### src/rtl/core/sch_pkg.sv
package sch_pkg;

   // request payload layout
   localparam int LEAF_W    = 6;
   localparam int CLASS_W   = 4;
   localparam int VALUE_W   = 32;
   localparam int COUNT_W   = 32;
   localparam int CSR_W     = 5;
   localparam int REQ_DATA_W = 80;
   localparam int RSP_DATA_W = 32;
   localparam int RSP_USER_W = 2;

   localparam int LEAF_LSB  = 0;
   localparam int CLASS_LSB = LEAF_LSB + LEAF_W;
   localparam int FEAT_LSB  = CLASS_LSB + CLASS_W;
   localparam int THR_LSB   = FEAT_LSB + VALUE_W;

   localparam logic [CSR_W-1:0]   ACTIVE_RESET = 5'd16;
   localparam logic [COUNT_W-1:0] COUNT_MAX    = '1;

   // request kinds carried in req_tuser
   localparam logic REQ_COUNT = 1'b0;
   localparam logic REQ_READ  = 1'b1;

   // rsp_tuser bit positions
   localparam int RSP_COUNTED_BIT = 0;
   localparam int RSP_BAD_BIT     = 1;

   typedef enum logic [1:0] {
      ST_CLEAR,
      ST_IDLE,
      ST_UPDATE
   } state_type;

   typedef struct packed {
      logic clear_wr;
      logic accept;
      logic commit;
   } ctrl_cmd_type;

   typedef struct packed {
      logic clear_last;
      logic out_free;
   } dp_status_type;

endpackage

### src/rtl/core/sch_ctrl.sv
module sch_ctrl (
   input  logic                   clock,
   input  logic                   reset,
   input  logic                   req_tvalid,
   output logic                   req_tready,
   input  sch_pkg::dp_status_type status,
   output sch_pkg::ctrl_cmd_type  cmd
);
   import sch_pkg::*;

   state_type state_ff;
   state_type state_in;

   always_ff @(posedge clock) begin
      if (reset) begin
         state_ff <= ST_CLEAR;
      end else begin
         state_ff <= state_in;
      end
   end

   always_comb begin
      state_in     = state_ff;
      req_tready   = 1'b0;
      cmd          = '0;
      case (state_ff)
         ST_CLEAR: begin
            cmd.clear_wr = 1'b1;
            if (status.clear_last) begin
               state_in = ST_IDLE;
            end
         end
         ST_IDLE: begin
            req_tready = 1'b1;
            cmd.accept = req_tvalid;
            if (req_tvalid) begin
               state_in = ST_UPDATE;
            end
         end
         ST_UPDATE: begin
            // write back and hand over once the result slot is free
            cmd.commit = status.out_free;
            if (status.out_free) begin
               state_in = ST_IDLE;
            end
         end
         default: begin
            state_in = ST_CLEAR;
         end
      endcase
   end

endmodule

### config.mk
export PLATFORM = sky130hd
export DESIGN_NAME = sch_ctrl
export DESIGN_NICKNAME = d
export VERILOG_FILES = /design/src/rtl/core/sch_pkg.sv /design/src/rtl/core/sch_ctrl.sv
export SDC_FILE = /design/constraint.sdc
export NUM_CORES = 1
export LEC_CHECK = 0
export BUFFER_PORTS_ARGS = -buffer_cell sky130_fd_sc_hd__buf_2
export CAP_MARGIN = 25
export CORE_AREA = 2 2 39 41
export CTS_CLUSTER_DIAMETER = 40
export DETAILED_ROUTE_END_ITERATION = 10
export DIE_AREA = 0 0 41 43
export MAX_ROUTING_LAYER = met4
export SYNTH_ARGS = -nofsm -noshare
export SYNTH_HDL_FRONTEND = slang
export SYNTH_SLANG_ARGS = --single-unit
### constraint.sdc
create_clock -name clock -period 1.05 [get_ports clock]
set_input_delay 0.105 -clock clock [delete_from_list [all_inputs] [get_ports clock]]
set_output_delay 0.105 -clock clock [all_outputs]
set_load 0.03 [all_outputs]
# ---- After elaboration in Yosys (flattened, before gate mapping)
# Cells that the tools add are included.
dict set report classes {
  mux 8
  reduce_logical 2
  n_eq_ne 5
}
# cell count
set ops {}
lappend ops {{2-bit 2-to-1 mux} 3}
lappend ops {{2-bit != test, second input constant} 3}
lappend ops {{2-bit one-hot mux with 3 select lines} 1}
lappend ops {{1-bit 2-to-1 mux} 4}
lappend ops {{3-bit AND reduction} 1}
lappend ops {{2-bit by 1-bit == test with 1-bit output, second input constant} 1}
lappend ops {{2-bit == test, second input constant} 1}
lappend ops {{2-bit logical NOT} 1}
dict set report word_totals {
  in_bits 5
  wordCells 16
  reg_bits 2
  output_inout_bits 4
}

# ---- Longest topological paths before layout
# Gate-level depths: netlist (run 1).
dict set report depth {
  ltp_word 3
  ltp_mapped 3
  mapped_depth_nobuf 3
}

# ---- Least setup slack after synthesis (run 1)
# Ideal clock, no wire load.
dict set report synth_timing {
  path_kind {flip-flop to output port}
  start {register state_ff[1]}
  end {output cmd[0] (netlist bit)}
  path_stages_with_launch 3
  path_buffers 0
  path_slack_ps 15
  arrival_ps 930
  required_ps 945
  path_cell_list {dfxtp_1 -> inv_1 -> nor2_1}
}
# item line
set synth_rtl {}
lappend synth_rtl {{start, declared} sch_ctrl.sv:11} ;# state_type state_ff;
lappend synth_rtl {{start signal, assigned} sch_ctrl.sv:18} ;# state_ff <= state_in;
lappend synth_rtl {{end, declared} sch_ctrl.sv:7} ;# output sch_pkg::ctrl_cmd_type cmd

==> impl_metrics.py, run 1 <==
metrics = {
    "finish": {
        "diodes": 0,
        "multi_input_area_um2": 86.33,
        "drive_gt1_frac": 0.6667,
        "seqCellArea_um2": 47.55,
        "mostFrequentLayoutCell": "buf_2",
        "final_cells": 43,
        "area_delta_synth_final_pct": 94.90,
        "final_cell_mix": "buf_2, nor2_1, clkbuf_4, buf_4, dfxtp_4",
        "reg_top3": "state_ff (2)",
        "final_util": 0.1727,
        "largest_reg_flops": 2,
        "final_nets": 34,
        "top_register": "state_ff",
        "nFillCells": 160,
    },
    "synthesis": {
        "synth_area_per_cell_um2": 8.175,
        "synthCells": 15,
        "syn-cell-area_um2": 122.6,
        "yosysSeqAreaShare": 0.3265,
        "syn_nets": 20,
        "synth_cell_types": 10,
        "ys_warn_count": 0,
        "ys_ff_latch": 2,
    },
    "sta": {
        "max_freq_ghz": 0.9758,
        "rsz0062_at_grt": "true",
        "tightestPinTransition_ns": 0.2351,
        "hold_viol_final": 0,
        "slew_headroom": 0.8416,
        "hold_ws_ns": 0.05696,
        "fin_skew_ns": 0.001535,
        "fin_crit_sh": 0.9760,
        "setup_violations": 0,
        "maxSlewViolCount": 0,
        "period_needed_ns": 1.025,
    },
    "routing": {
        "wl_per_cell_um": 6.721,
        "drc_errors": 0,
        "drtAntennaViolNets": 0,
        "first_iter_violations": 0,
        "via_per_inst": 3.302,
        "wl_um": 289,
        "first_pass_iters": 1,
        "vias": 142,
    },
    "status": {
        "outcome": "finished clean",
    },
    "grt": {
        "gr-usage-all-layers": 0.03897,
        "grt_overflow": 0,
        "first_global_vias": 136,
        "grt_pass1_wl_um": 427,
        "antenna_found_initial": 0,
        "grt_max_degree": 7,
    },
    "die": {
        "die-area_um2": 1763,
        "start_util": 0.08861,
        "ios": 9,
        "die_width_um": 41,
        "rows": 14,
        "coreArea_um2": 1384,
        "die_h_um": 43,
    },
    "min_path": {
        "hp-class": "in -> reg",
        "hold_start": "reset",
        "min_path_cells": 2,
        "holdPathEnd": "state_ff[1]",
    },
    "power_and_ir_drop": {
        "p_per_area_nw_per_um2": 1469,
        "finalPower_uw": 351.0,
        "cellLeakagePower_uw": 0.0001086,
        "max-vdd-ir-drop_mv": 0.2976,
    },
    "setup_path": {
        "path_class": "reg -> out",
        "crit_path_end_kind": "output pin",
        "cp-start-kind": "flop",
        "reg2reg_to": "state_ff[0]",
        "rr_worst_depth": 4,
        "worstPathCellList": "nand2b_4 > nor2_4 > buf_6",
        "rrSetupSlack_ns": 0.09,
        "startpoint": "state_ff[0]",
        "cp_max_fo": 6,
        "r2r-start": "state_ff[0]",
        "crit_slowest_cell": "dfxtp_4",
        "required_ns": 0.94,
        "arrival_ns": 0.92,
        "max_stage_delay_ns": 0.35,
    },
    "clocking": {
        "clkTransAtPathRegs_ns": 0.03,
        "clk_path_buf_depth": 2,
        "clock_latency_ns": 0.22,
        "clkSinkCount": 2,
        "htreeDepth": 1,
        "cts_hold_buffers": 0,
        "cts_tree": "built",
        "cts_root_buf": "clkbuf_4",
        "numCtsBuffers": 3,
    },
    "placement": {
        "hpwl_um": 235.9,
        "gp_congestion": 0.5082,
        "portBuffers": 8,
        "dpl.cell_count": 39,
    },
    "job": {
        "maxCapViolations": 0,
    },
}
-- power breakdown --
| group | total [uW] | switching [uW] | internal [uW] | leakage [uW] |
|---|---|---|---|---|
| registers | 92.1 | 9.67 | 82.4 | 0.0000178 |
| logic | 96.7 | 52.4 | 44.3 | 0.0000770 |
| clock network | 162 | 36.8 | 125 | 0.0000138 |
| total | 351 | 98.9 | 252 | 0.000109 |
-- kinds of logic after synthesis --
| group | Yosys count | synth area share |
|---|---|---|
| AND/OR/NAND/NOR | 8 | 0.4081 |
| AO/OA/AOI/OAI | 4 | 0.2347 |
| flip-flops | 2 | 0.3265 |
| buffers and inverters | 1 | 0.03058 |
-- how the worst max path moves through the flow --
stage,endpoint,slack (ns),depth (start not counted)
after floorplan,cmd[0],0.02,2
after global placement,cmd[0],0.1,3
after detailed placement,cmd[0],0.09,3
after CTS,cmd[0],-0.02,3
after global routing,cmd[0],-0.01,3
final,cmd[0],0.03,3
-- repair_timing --
item / CTS / global route
buffers inserted: 0 / 1
resized for setup: 4 / 7
pin swaps: 0 / 0
setup endpoints to repair: 3 / 3
-- metal layers --
layer / track usage / up-vias / share of wire
met5: - / - / 0
met4: 0.02000 / 0 / 0
met3: 0.03141 / 0 / 0.10
met2: 0.06250 / 5 / 0.53
met1: 0.02866 / 64 / 0.36
li1: - / 73 / -
-- worst max-delay path: cells and delay by family, from the launching register on --
family                 cells  cell delay [ns]
flip-flops                 1             0.35
AND/OR/NAND/NOR            2             0.23
buffers and inverters      1             0.13
-- area by class of cell --
type / count / area share
Multi-Input combinational cell: 12 / 0.3613
Sequential cell: 2 / 0.1990
Clock buffer: 3 / 0.09424
Timing Repair Buffer: 9 / 0.2461
Inverter: 1 / 0.01571
Tap cell: 16 / 0.08377
-- synth_stat cells --
master    number  area [um2]
a22oi_1        1       7.510
nor2b_4        1       13.76
dfxtp_1        2       40.04
nand2_1        1       3.750
a21o_1         1       7.510
inv_1          1       3.750
o21ai_0        1       5.000
nand2b_4       1       13.76
nor2_1         5       18.77
a21oi_2        1       8.760
-- stage by stage --
stage                     cell area [um2]  TNS (ns)  setup slack, ns
final                               239.0         0          0.02520
after global routing                239.0  -0.01710         -0.01412
after CTS                           212.7  -0.01565         -0.01565
after detailed placement            182.7         0          0.09245
after global placement              182.7         0          0.09990
after floorplan                     122.6         0          0.01505
(Power assumes the default switching activity.)
==> run 2: changes to the inputs <==
--- a/config.mk
+++ b/config.mk
@@ -5,12 +5,13 @@
 export SDC_FILE = /design/constraint.sdc
 export NUM_CORES = 1
 export LEC_CHECK = 0
+export ABC_AREA = 1
 export BUFFER_PORTS_ARGS = -buffer_cell sky130_fd_sc_hd__buf_2
-export CAP_MARGIN = 25
 export CORE_AREA = 2 2 39 41
 export CTS_CLUSTER_DIAMETER = 40
 export DETAILED_ROUTE_END_ITERATION = 10
 export DIE_AREA = 0 0 41 43
+export HOLD_SLACK_MARGIN = 0.15
 export MAX_ROUTING_LAYER = met4
 export SYNTH_ARGS = -nofsm -noshare
 export SYNTH_HDL_FRONTEND = slang
==> run 2 against run 1 <==
  * Clock power grew 5%
  * Setup slack gained 0.012 ns
  * Cell count grew 12%
  * Count of clock-buffer cells in the layout is the same
  * Combinational power shrank 19%
  * Largest cell class is now non-clock buffers
==> impl_metrics.py, run 2 <==
metrics = {
    "finish": {
        "diodes": 0,
        "top_register": "state_ff",
        "drive_gt1_frac": 0.5000,
        "largest_reg_flops": 2,
        "final_cell_mix": "inv_1, buf_2, nand2_1, clkbuf_4",
        "final_nets": 39,
        "nFillCells": 155,
        "area_delta_synth_final_pct": 97.80,
        "stdcell_area_um2": 225.2,
        "reg_top3": "state_ff (2)",
    },
    "synthesis": {
        "synth.area.top_cells": "dfxtp_1, inv_1, nand2_1",
        "synthCells": 20,
        "syn-cell-area_um2": 113.9,
        "synth_edf_count": 0,
        "postSynth.asyncResetShare": 0,
        "netlist_top_cells_count": "inv_1, nand2_1, dfxtp_1, nand3_1, nor2_1",
        "yosysSeqAreaShare": 0.3516,
        "synth_cell_types": 8,
        "synth_area_per_cell_um2": 5.693,
        "synth_top_area_share": 0.3516,
        "ys.flop_type": "dfxtp_1",
        "synth.most_common_cell": "inv_1",
        "ys_ff_latch": 2,
        "synth_area_leader_cell": "dfxtp_1",
        "syn_nets": 25,
        "ys_warn_count": 0,
    },
    "grt": {
        "grt_max_degree": 7,
        "antenna_found_initial": 0,
        "gr-usage-all-layers": 0.04103,
        "first_global_vias": 140,
        "grt_pass1_wl_um": 400,
        "grt_overflow": 0,
    },
    "sta": {
        "hold_viol_final": 0,
        "period_needed_ns": 1.013,
        "tightestPinTransition_ns": 0.1418,
        "maxSlewViolCount": 0,
        "fin_crit_sh": 0.9647,
        "finalSetupTns_ns": 0,
        "rsz0062_at_grt": "true",
        "hold_ws_ns": 0.1673,
        "fin_skew_ns": 0.0002540,
        "max_freq_ghz": 0.9872,
        "slew_headroom": 0.9045,
        "setup_violations": 0,
    },
    "routing": {
        "wl_um": 288,
        "vias": 149,
        "drtAntennaViolNets": 0,
        "first_iter_violations": 0,
        "drc_errors": 0,
        "first_pass_iters": 1,
        "wl_per_cell_um": 6.000,
        "via_per_inst": 3.104,
    },
    "placement": {
        "gp_congestion": 0.5013,
        "portBuffers": 8,
        "placed_cell_area_um2": 181.4,
    },
    "setup_path": {
        "crit_slowest_cell": "dfxtp_2",
        "crit_path_end_kind": "output pin",
        "worstPathCellList": "inv_2 > nand3_1 > inv_1 > buf_6",
        "max_stage_delay_ns": 0.33,
        "cp-start-kind": "flop",
        "required_ns": 0.94,
        "crit_buf_inv": 3,
        "critPathTopFamily": "flip-flops",
        "arrival_ns": 0.91,
        "cp_max_fo": 4,
        "path_class": "reg -> out",
        "rrSetupSlack_ns": 0.34,
    },
    "clocking": {
        "clkSinkCount": 2,
        "clock_latency_ns": 0.22,
        "clk_path_buf_depth": 2,
        "htreeDepth": 1,
        "numCtsBuffers": 3,
        "cts_root_buf": "clkbuf_4",
        "clkTransAtPathRegs_ns": 0.03,
        "cts_tree": "built",
        "cts_setup_buffers": 0,
    },
    "power_and_ir_drop": {
        "finalPower_uw": 340.8,
        "p_per_area_nw_per_um2": 1513,
        "cellLeakagePower_uw": 0.0001321,
        "max-vdd-ir-drop_mv": 0.1843,
    },
    "die": {
        "die-area_um2": 1763,
        "die_width_um": 41,
        "die_h_um": 43,
        "ios": 9,
        "coreArea_um2": 1384,
        "rows": 14,
        "start_util": 0.08228,
    },
    "status": {
        "outcome": "finished clean",
    },
    "min_path": {
        "hp-class": "in -> reg",
    },
    "job": {
        "maxCapViolations": 0,
    },
}
==> run 2: timing repair <==
item                                    in CTS  in global routing
hold buffers                                 1                  0
gates cloned                                 0                  0
endpoints found under the setup margin       3                  2
gates resized for setup                      6                  0
pin swaps                                    0                  1
hold endpoints to repair                     2                  0
==> run 2: path summary, 6_finish.rpt <==
kind                               endpoint        start  cells after the start
worst max-delay path                 cmd[1]  state_ff[1]                      4
worst min register to register  state_ff[1]  state_ff[1]                      2
worst min-delay path            state_ff[0]   req_tvalid                      4
worst max register to register  state_ff[0]  state_ff[0]                      4
==> run 2: logic make-up (layout without fill, tap and decap cells) <==
logic type,count (synthesis),after routing,synth area share
and+or+nand+nor,9,9,0.3296
buffers and inverters,7,19,0.2308
DFF,2,2,0.3517
AOI/OAI and AO/OA,2,2,0.08783
==> run 2: routing by layer <==
metal,part of all wire,track usage,vias up
met5,0,-,-
li1,-,-,82
met2,0.52,0.05313,9
met3,0.094,0.01571,0
met4,0,0.08000,0
met1,0.38,0.02548,58
==> run 2: cell type report <==
type	count	area, um2	share of cell area
Tap cell	16	20.02	0.08889
Sequential cell	2	42.54	0.1889
Timing Repair Buffer	9	58.81	0.2611
Inverter	7	26.28	0.1167
Multi-Input combinational cell	11	55.05	0.2444
Clock buffer	3	22.52	0.1000
==> run 2: metrics by stage <==
step	cells	utilization	setup WS (ns)
final	48	0.1627	0.03703
after global routing	48	0.1627	-0.01235
after CTS	48	0.1627	0.00007039
after detailed placement	44	0.1311	0.1486
after global placement	44	0.1311	0.1587
after floorplan	20	-	0.07965
==> run 2: report_power, final <==
part	internal, uW	total (uW)	leakage, uW	switching (uW)
registers	84.0	92.5	0.0000172	8.51
logic	30.5	78.7	0.000101	48.2
clock network	126	170	0.0000138	43.5
total	241	341	0.000132	100
==> run 2: worst reg2reg max path, cell delays in order (launching register included) <==
cell     delay [ns]
dfxtp_2        0.36
inv_1          0.05
nand3_1        0.08
nand2_1        0.05
nor2_1         0.10
